`config.mk`:
```
export PLATFORM = sky130hd
export DESIGN_NAME = riscv_atomic_memory_op_unit
export DESIGN_NICKNAME = d
export VERILOG_FILES = /design/src/design/rvamo_pkg.sv /design/src/design/rvamo_exec.sv /design/src/design/riscv_atomic_memory_op_unit.sv
export SDC_FILE = /design/constraint.sdc
export NUM_CORES = 2
export LEC_CHECK = 0
export BUFFER_PORTS_ARGS = -buffer_cell sky130_fd_sc_hd__buf_2
export CORE_UTILIZATION = 34
export CTS_BUF_LIST = sky130_fd_sc_hd__clkbuf_2
export DETAILED_ROUTE_END_ITERATION = 6
export GPL_TIMING_DRIVEN = 0
export PLACE_DENSITY_LB_ADDON = 0.08
export SYNTH_ARGS = -nofsm -noshare
export SYNTH_HDL_FRONTEND = slang
export SYNTH_SLANG_ARGS = --single-unit
```
`constraint.sdc`:
```
create_clock -name clock -period 39.9 [get_ports clock]
set_clock_uncertainty 0.1 [all_clocks]
set_input_delay 7.98 -clock clock [delete_from_list [all_inputs] [get_ports clock]]
set_output_delay 7.98 -clock clock [all_outputs]
set_load 0.005 [all_outputs]
```
`src/design/rvamo_pkg.sv`:
```
package rvamo_pkg;

   localparam int XLEN = 64;

   // Operation codes (funct5).
   localparam logic [4:0] KIND_ADD  = 5'b00000;
   localparam logic [4:0] KIND_SWAP = 5'b00001;
   localparam logic [4:0] KIND_LR   = 5'b00010;
   localparam logic [4:0] KIND_SC   = 5'b00011;
   localparam logic [4:0] KIND_XOR  = 5'b00100;
   localparam logic [4:0] KIND_CAS  = 5'b00101;
   localparam logic [4:0] KIND_OR   = 5'b01000;
   localparam logic [4:0] KIND_AND  = 5'b01100;
   localparam logic [4:0] KIND_MIN  = 5'b10000;
   localparam logic [4:0] KIND_MAX  = 5'b10100;
   localparam logic [4:0] KIND_MINU = 5'b11000;
   localparam logic [4:0] KIND_MAXU = 5'b11100;

   // Size codes (funct3).
   localparam logic [2:0] SIZE_BYTE   = 3'd0;
   localparam logic [2:0] SIZE_HALF   = 3'd1;
   localparam logic [2:0] SIZE_WORD   = 3'd2;
   localparam logic [2:0] SIZE_DOUBLE = 3'd3;
   localparam logic [2:0] SIZE_QUAD   = 3'b100;

   // Result status codes.
   localparam logic [2:0] STATUS_OK             = 3'd0;
   localparam logic [2:0] STATUS_ILLEGAL        = 3'd1;
   localparam logic [2:0] STATUS_LOAD_FAULT     = 3'd2;
   localparam logic [2:0] STATUS_STORE_FAULT    = 3'd3;
   localparam logic [2:0] STATUS_LOAD_MISALIGN  = 3'd4;
   localparam logic [2:0] STATUS_STORE_MISALIGN = 3'd5;

   // Configuration register indexes.
   localparam logic [1:0] CSR_GRANULE_BITS = 2'd0;
   localparam logic [1:0] CSR_BYTE_HALF    = 2'd1;
   localparam logic [1:0] CSR_CAS          = 2'd2;

   localparam logic [3:0] GRANULE_BITS_RESET = 4'd6;

   typedef struct packed {
      logic [4:0]      kind;
      logic [2:0]      size_code;
      logic [4:0]      dest_reg;
      logic [4:0]      src2_reg;
      logic [XLEN-1:0] phys_addr;
      logic            access_fault;
      logic [XLEN-1:0] mem_lo;
      logic [XLEN-1:0] mem_hi;
      logic [XLEN-1:0] src2_lo;
      logic [XLEN-1:0] src2_hi;
      logic [XLEN-1:0] expected_lo;
      logic [XLEN-1:0] compare_hi;
   } rvamo_req_type;

   typedef struct packed {
      logic [2:0]      status;
      logic            mem_write;
      logic [4:0]      access_bytes;
      logic [XLEN-1:0] store_lo;
      logic [XLEN-1:0] store_hi;
      logic            dest_write;
      logic            dest_pair;
      logic [XLEN-1:0] dest_lo;
      logic [XLEN-1:0] dest_hi;
   } rvamo_rsp_type;

   typedef struct packed {
      logic [3:0] granule_bits;
      logic       enable_byte_half;
      logic       enable_cas;
   } rvamo_cfg_type;

   typedef struct packed {
      logic            valid;
      logic [XLEN-1:0] addr;
   } rvamo_resv_type;

   typedef struct packed {
      logic set;
      logic clear;
   } rvamo_resv_upd_type;

   // Sign-extends the low bytes of a value to 64 bits by size code.
   function automatic logic [XLEN-1:0] sext_by_size(input logic [XLEN-1:0] v,
                                                    input logic [2:0] size_code);
      logic [XLEN-1:0] r;
      r = v;
      case (size_code)
         SIZE_BYTE: r = {{(XLEN-8){v[7]}}, v[7:0]};
         SIZE_HALF: r = {{(XLEN-16){v[15]}}, v[15:0]};
         SIZE_WORD: r = {{(XLEN-32){v[31]}}, v[31:0]};
         default:   r = v;
      endcase
      return r;
   endfunction

endpackage

```
`src/design/rvamo_exec.sv`:
```
module rvamo_exec
   import rvamo_pkg::*;
(
   input  rvamo_req_type      item,
   input  rvamo_cfg_type      cfg,
   input  rvamo_resv_type     resv,
   output rvamo_rsp_type      result,
   output rvamo_resv_upd_type resv_upd
);

   logic [4:0]      width_bytes;
   logic [XLEN-1:0] size_mask;
   logic            illegal;
   logic            is_quad;
   logic            is_lr;
   logic [3:0]      align_mask;
   logic [XLEN-1:0] old_sext;
   logic [XLEN-1:0] mem_val;
   logic [XLEN-1:0] src_val;
   logic [XLEN-1:0] cmp_lo;
   logic [XLEN-1:0] cmp_hi;
   logic [XLEN-1:0] new_val;
   logic [XLEN-1:0] granule_mask;
   logic            sc_ok;

   assign is_quad      = (item.size_code == SIZE_QUAD);
   assign is_lr        = (item.kind == KIND_LR);
   assign align_mask   = 4'(width_bytes - 5'd1);
   assign old_sext     = sext_by_size(item.mem_lo, item.size_code);
   assign mem_val      = item.mem_lo;
   assign src_val      = item.src2_lo;
   assign cmp_lo       = (item.dest_reg == '0) ? '0 : item.expected_lo;
   assign cmp_hi       = (item.dest_reg == '0) ? '0 : item.compare_hi;
   assign granule_mask = {XLEN{1'b1}} << cfg.granule_bits;
   assign sc_ok        = resv.valid && (((resv.addr ^ item.phys_addr) & granule_mask) == '0);

   // Size decode and legality.
   always_comb begin
      width_bytes = 5'd0;
      size_mask   = '1;
      illegal     = 1'b0;
      case (item.size_code)
         SIZE_BYTE: begin
            width_bytes = 5'd1;
            size_mask   = 64'h0000_0000_0000_00FF;
            if (!cfg.enable_byte_half) illegal = 1'b1;
         end
         SIZE_HALF: begin
            width_bytes = 5'd2;
            size_mask   = 64'h0000_0000_0000_FFFF;
            if (!cfg.enable_byte_half) illegal = 1'b1;
         end
         SIZE_WORD: begin
            width_bytes = 5'd4;
            size_mask   = 64'h0000_0000_FFFF_FFFF;
         end
         SIZE_DOUBLE: begin
            width_bytes = 5'd8;
         end
         SIZE_QUAD: begin
            width_bytes = 5'd16;
            if (!cfg.enable_cas) illegal = 1'b1;
         end
         default: illegal = 1'b1;
      endcase
      case (item.kind)
         KIND_ADD, KIND_SWAP, KIND_XOR, KIND_OR, KIND_AND,
         KIND_MIN, KIND_MAX, KIND_MINU, KIND_MAXU: begin
            if (is_quad) illegal = 1'b1;
         end
         KIND_LR, KIND_SC: begin
            if (width_bytes < 5'd4 || is_quad) illegal = 1'b1;
         end
         KIND_CAS: begin
            if (!cfg.enable_cas) illegal = 1'b1;
            if (is_quad && (item.dest_reg[0] || item.src2_reg[0])) illegal = 1'b1;
         end
         default: illegal = 1'b1;
      endcase
   end

   // Value for the read-modify-write operations.
   always_comb begin
      case (item.kind)
         KIND_SWAP: new_val = src_val;
         KIND_ADD:  new_val = mem_val + src_val;
         KIND_OR:   new_val = mem_val | src_val;
         KIND_AND:  new_val = mem_val & src_val;
         KIND_XOR:  new_val = mem_val ^ src_val;
         KIND_MIN:  new_val = ($signed(old_sext) <
                               $signed(sext_by_size(src_val, item.size_code))) ?
                              mem_val : src_val;
         KIND_MAX:  new_val = ($signed(old_sext) >
                               $signed(sext_by_size(src_val, item.size_code))) ?
                              mem_val : src_val;
         KIND_MINU: new_val = ((mem_val & size_mask) < (src_val & size_mask)) ?
                              mem_val : src_val;
         default:   new_val = ((mem_val & size_mask) > (src_val & size_mask)) ?
                              mem_val : src_val;
      endcase
   end

   always_comb begin
      result              = '0;
      result.status       = STATUS_OK;
      result.access_bytes = width_bytes;
      resv_upd            = '0;
      priority if (illegal) begin
         result.status       = STATUS_ILLEGAL;
         result.access_bytes = 5'd1;
      end else if ((item.phys_addr[3:0] & align_mask) != 4'd0) begin
         result.status = is_lr ? STATUS_LOAD_MISALIGN : STATUS_STORE_MISALIGN;
      end else if (item.access_fault) begin
         result.status = is_lr ? STATUS_LOAD_FAULT : STATUS_STORE_FAULT;
         if (item.kind == KIND_SC) resv_upd.clear = 1'b1;
      end else if (is_lr) begin
         result.dest_write = 1'b1;
         result.dest_lo    = old_sext;
         resv_upd.set      = 1'b1;
      end else if (item.kind == KIND_SC) begin
         resv_upd.clear    = 1'b1;
         result.dest_write = 1'b1;
         result.dest_lo    = sc_ok ? '0 : 64'd1;
         if (sc_ok) begin
            result.mem_write = 1'b1;
            result.store_lo  = src_val & size_mask;
         end
      end else if (item.kind == KIND_CAS && is_quad) begin
         if (cmp_lo == item.mem_lo && cmp_hi == item.mem_hi) begin
            result.mem_write = 1'b1;
            result.store_lo  = src_val;
            result.store_hi  = (item.src2_reg == '0) ? '0 : item.src2_hi;
         end
         if (item.dest_reg != '0) begin
            result.dest_write = 1'b1;
            result.dest_pair  = 1'b1;
            result.dest_lo    = item.mem_lo;
            result.dest_hi    = item.mem_hi;
         end
      end else if (item.kind == KIND_CAS) begin
         if ((cmp_lo & size_mask) == (mem_val & size_mask)) begin
            result.mem_write = 1'b1;
            result.store_lo  = src_val & size_mask;
         end
         result.dest_write = 1'b1;
         result.dest_lo    = old_sext;
      end else begin
         result.mem_write  = 1'b1;
         result.store_lo   = new_val & size_mask;
         result.dest_write = 1'b1;
         result.dest_lo    = old_sext;
      end
   end

endmodule

```
`src/design/riscv_atomic_memory_op_unit.sv`:
```
// Each accepted request item passes through the input register, then the result
// register, before it leaves as a response item.
// Throughput: one item per cycle while rsp_stall is low; the LR/SC reservation is
// updated as an item leaves the input register, so the next item sees it at once.
// Reset (synchronous, active high) empties both stages, drops the reservation
// and loads granule 6 with byte/half and CAS enabled.
module riscv_atomic_memory_op_unit
   import rvamo_pkg::*;
(
   input  logic          clock,
   input  logic          reset,
   input  logic          req_valid,
   output logic          req_stall,
   input  rvamo_req_type req_payload,
   output logic          rsp_valid,
   input  logic          rsp_stall,
   output rvamo_rsp_type rsp_payload,
   input  logic          csr_write_enable,
   input  logic [1:0]    csr_index,
   input  logic [3:0]    csr_write_data
);

   rvamo_req_type      req_ff;
   logic               req_valid_ff;
   logic               req_valid_in;
   rvamo_rsp_type      rsp_ff;
   logic               rsp_valid_ff;
   logic               rsp_valid_in;
   rvamo_cfg_type      cfg_ff;
   rvamo_resv_type     resv_ff;
   rvamo_resv_type     resv_in;
   rvamo_rsp_type      exec_result;
   rvamo_resv_upd_type exec_resv_upd;
   logic               advance;
   logic               req_take;

   // The result register may load whenever it is empty or being drained.
   assign advance   = !rsp_valid_ff || !rsp_stall;
   assign req_stall = req_valid_ff && !advance;
   assign req_take  = req_valid && !req_stall;

   assign req_valid_in = req_take || (req_valid_ff && !advance);
   assign rsp_valid_in = advance ? req_valid_ff : rsp_valid_ff;

   rvamo_exec u_exec (
      .item     (req_ff),
      .cfg      (cfg_ff),
      .resv     (resv_ff),
      .result   (exec_result),
      .resv_upd (exec_resv_upd)
   );

   always_comb begin
      resv_in = resv_ff;
      if (req_valid_ff && advance) begin
         if (exec_resv_upd.set) begin
            resv_in.valid = 1'b1;
            resv_in.addr  = req_ff.phys_addr;
         end else if (exec_resv_upd.clear) begin
            resv_in.valid = 1'b0;
         end
      end
   end

   always_ff @(posedge clock) begin
      if (reset) begin
         req_valid_ff <= 1'b0;
         rsp_valid_ff <= 1'b0;
         resv_ff      <= '0;
      end else begin
         req_valid_ff <= req_valid_in;
         rsp_valid_ff <= rsp_valid_in;
         resv_ff      <= resv_in;
      end
   end

   always_ff @(posedge clock) begin
      if (reset) begin
         cfg_ff.granule_bits     <= GRANULE_BITS_RESET;
         cfg_ff.enable_byte_half <= 1'b1;
         cfg_ff.enable_cas       <= 1'b1;
      end else if (csr_write_enable) begin
         case (csr_index)
            CSR_GRANULE_BITS: cfg_ff.granule_bits     <= csr_write_data;
            CSR_BYTE_HALF:    cfg_ff.enable_byte_half <= csr_write_data[0];
            CSR_CAS:          cfg_ff.enable_cas       <= csr_write_data[0];
            default: ;
         endcase
      end
   end

   always_ff @(posedge clock) begin
      if (req_take) req_ff <= req_payload;
      if (req_valid_ff && advance) rsp_ff <= exec_result;
   end

   assign rsp_valid   = rsp_valid_ff;
   assign rsp_payload = rsp_ff;

endmodule

```
==> results.json <==
{
  "wl_per_cell_microns": 29.4,
  "post_cts_resized": 0,
  "period_minus_slack_ns": 16.58,
  "firstDrtPassIters": 6,
  "synth_edf_count": 734,
  "grt_pass1_vias": 38400,
  "cp_cell_sequence": "buf_2, and3_1, buf_2",
  "period_share": 0.416,
  "antenna_found_initial": 80,
  "stdcell_count": 7140,
  "slowest_stage": "and3_1",
  "critPathKind": "input port to output port",
  "drcViolationCount": 0,
  "mostFrequentLayoutCells": "buf_2, edfxtp_1, nand2_1, a21oi_1, clkbuf_2",
  "areaGrowthSynthToFinish_pct": 19.5,
  "synth_top_area_frac": 0.501,
  "yosys_warnings": 0,
  "crit_path_start_kind": "input port",
  "dp_hpwl_microns": 163000,
  "holdBufCountCts": 0,
  "synth_cells": 4224,
  "vias": 40100,
  "die_area_sq_mm": 0.131,
  "die_w_microns": 362,
  "core_area_sq_mm": 0.128,
  "numPortBuffers": 745,
  "relSlewSlack": -0.0503,
  "cts_max_level": 4,
  "overflow": 0,
  "die_y_microns": 362,
  "irDropWorstVdd_uv": 27.1,
  "nFillCells": 12900,
  "grt_max_degree": 35,
  "tritoncts": "done",
  "multiInputGateArea_sq_mm": 0.0190,
  "cp_max_fo": 3,
  "clock_path_buffers": 3,
  "ant_nets": 0,
  "finalPower_mw": 1.94,
  "netlist_area_sq_mm": 0.0440,
  "drv_slew": 11,
  "regArea_sq_mm": 0.0235,
  "nets": 5947,
  "end_kind": "output port",
  "status": "finished, violations left",
  "synth_xor_area_frac": 0.0290,
  "avgSynthCellArea_sq_um": 10.4,
  "worstPathArrival_ns": 8.50,
  "yosys_most_used_dff": "edfxtp_1",
  "synth_cell_types": 88,
  "cts_root_buffer": "clkbuf_2",
  "whs_ns": 0.370,
  "cts.clk_slew.worst_paths_ns": 0.09,
  "cpLargestDelayFamily": "buffers and inverters",
  "grt_pass1_wl_microns": 288000,
  "postSynth.asyncResetShare": 0,
  "post_cts_buffers": 0,
  "worst_pin_slew_ns": 1.58,
  "dp.cells": 6730,
  "post_drt_via_cell_ratio": 5.61,
  "drive_gt1_frac": 0.220,
  "floorplan.rows": 131,
  "track_usage": 0.311,
  "synth_top_family_by_area": "compound AO/OA/AOI/OAI gates",
  "synth-compound-area-share": 0.184,
  "max_freq_mhz": 60.3,
  "drt_iter0_markers": 4147,
  "yosysTopAreaCell": "edfxtp_1",
  "ys_top_cells_by_area": "edfxtp_1, ha_1, a21oi_1",
  "muxShareOfSynthArea": 0.00279,
  "start_util": 0.344,
  "final_common_cell": "buf_2",
  "cp.required_ns": 31.82,
  "rsz0062_at_grt": "false",
  "yosysSeqAreaShare": 0.534,
  "critPathMaxStageDelay_ns": 0.25,
  "clk-insertion-delay-late_ns": 1.78,
  "synthAdderAreaFrac": 0.0712,
  "wl_microns": 210000,
  "ys_ff_latch": 807,
  "crit_top_cell": "buf_2",
  "worstPathBufferInverterCount": 2,
  "ioPinCount": 747,
  "violations": "capacitance limit, slew limit",
  "powerDensity_mw_per_mm2": 36.9,
  "clock_sinks": 807,
  "hold_class": "flip-flop to flip-flop",
  "setup_viol": 0,
  "leakage_nw": 20.6,
  "place_congestion": 1.02,
  "syn_nets": 4952,
  "cts_inserted_buffers": 216,
  "hold_violations": 0,
  "drv_cap": 1,
  "yosys.area_share.simple": 0.143
}
==> layer usage <==
metal / track usage / vias to the layer above / share of wire
met5: 0 / - / 0.0021
met4: 0.148 / 72 / 0.049
met3: 0.0894 / 535 / 0.091
met2: 0.496 / 2102 / 0.46
met1: 0.387 / 19400 / 0.40
li1: - / 17900 / -
==> stage by stage <==
step                      cell area [sq um]  worst slack [ns]  setup TNS [ns]  utilization
after floorplan                       44000              9.70               0            -
after global placement                49900             -4.56        -1482.51        0.390
after detailed placement              50600             23.33               0        0.395
after CTS                             52500             23.32               0        0.410
after global routing                  52600             23.30               0        0.411
final                                 52600             23.32               0        0.411
==> kinds of logic (layout without fill, tap and decap cells) <==
kind of cell               after synthesis  in the layout
adders and majority gates              250            250
other                                    0             26
and+or+nand+nor                       1302           1302
DFF                                    807            807
muxes                                   12             12
AOI/OAI and AO/OA                     1293           1293
xor gates and xnor gates               146            146
buffers and inverters                  414           1575
==> registers in the layout, indices dropped and copies added, names as in the netlist <==
signal	count
cfg_ff	6
req_ff	467
req_valid_ff	1
resv_ff	65
rsp_payload	267
rsp_valid	1
==> worst paths after layout <==
check | startpoint | to | slack [ns] | depth (start not counted)
worst max-delay path | rsp_stall | req_stall | 23.32 | 3
worst min-delay path | resv_ff[15] | resv_ff[15] | 0.37 | 2
worst min register to register | resv_ff[15] | resv_ff[15] | 0.37 | 2
worst max register to register | req_ff[461] | rsp_payload[228] | 30.25 | 18
==> layout make-up <==
type,instances,share of cell area
multi-input cells,3003,0.361
clock inverters,71,0.00744
plain buffers,215,0.0159
diodes,26,0.00124
repair buffers,777,0.0826
well taps,1729,0.0411
flip-flops and latches,807,0.447
clock buffers,313,0.0298
inverters,199,0.0142
==> report_power, final <==
group          internal (mW)  switching, mW  total, mW  leakage (nW)
clock network          0.221          0.378      0.599          1.51
logic                  0.117          0.216      0.333          11.6
registers              0.967         0.0429       1.01          7.49
==> tightest hold or removal path: cells and delay by family, from the launching register on <==
| kind | cells | cell delay (ns) |
|---|---|---|
| flops | 1 | 0.33 |
| compound gates | 1 | 0.05 |
| simple gates | 1 | 0.05 |
==> cells in the mapped netlist, drive strengths merged, types with 38 or more instances <==
cell	instances
a21o	61
a21oi	418
a221oi	46
a22oi	48
and2	135
clkbuf	182
dfxtp	73
edfxtp	734
ha	249
inv	199
nand2	480
nand3	61
nand4	69
nor2	261
nor3	75
nor4	38
o211ai	43
o21ai	318
o22ai	68
xnor2	78
xor2	68
(Power assumes the default switching activity.)
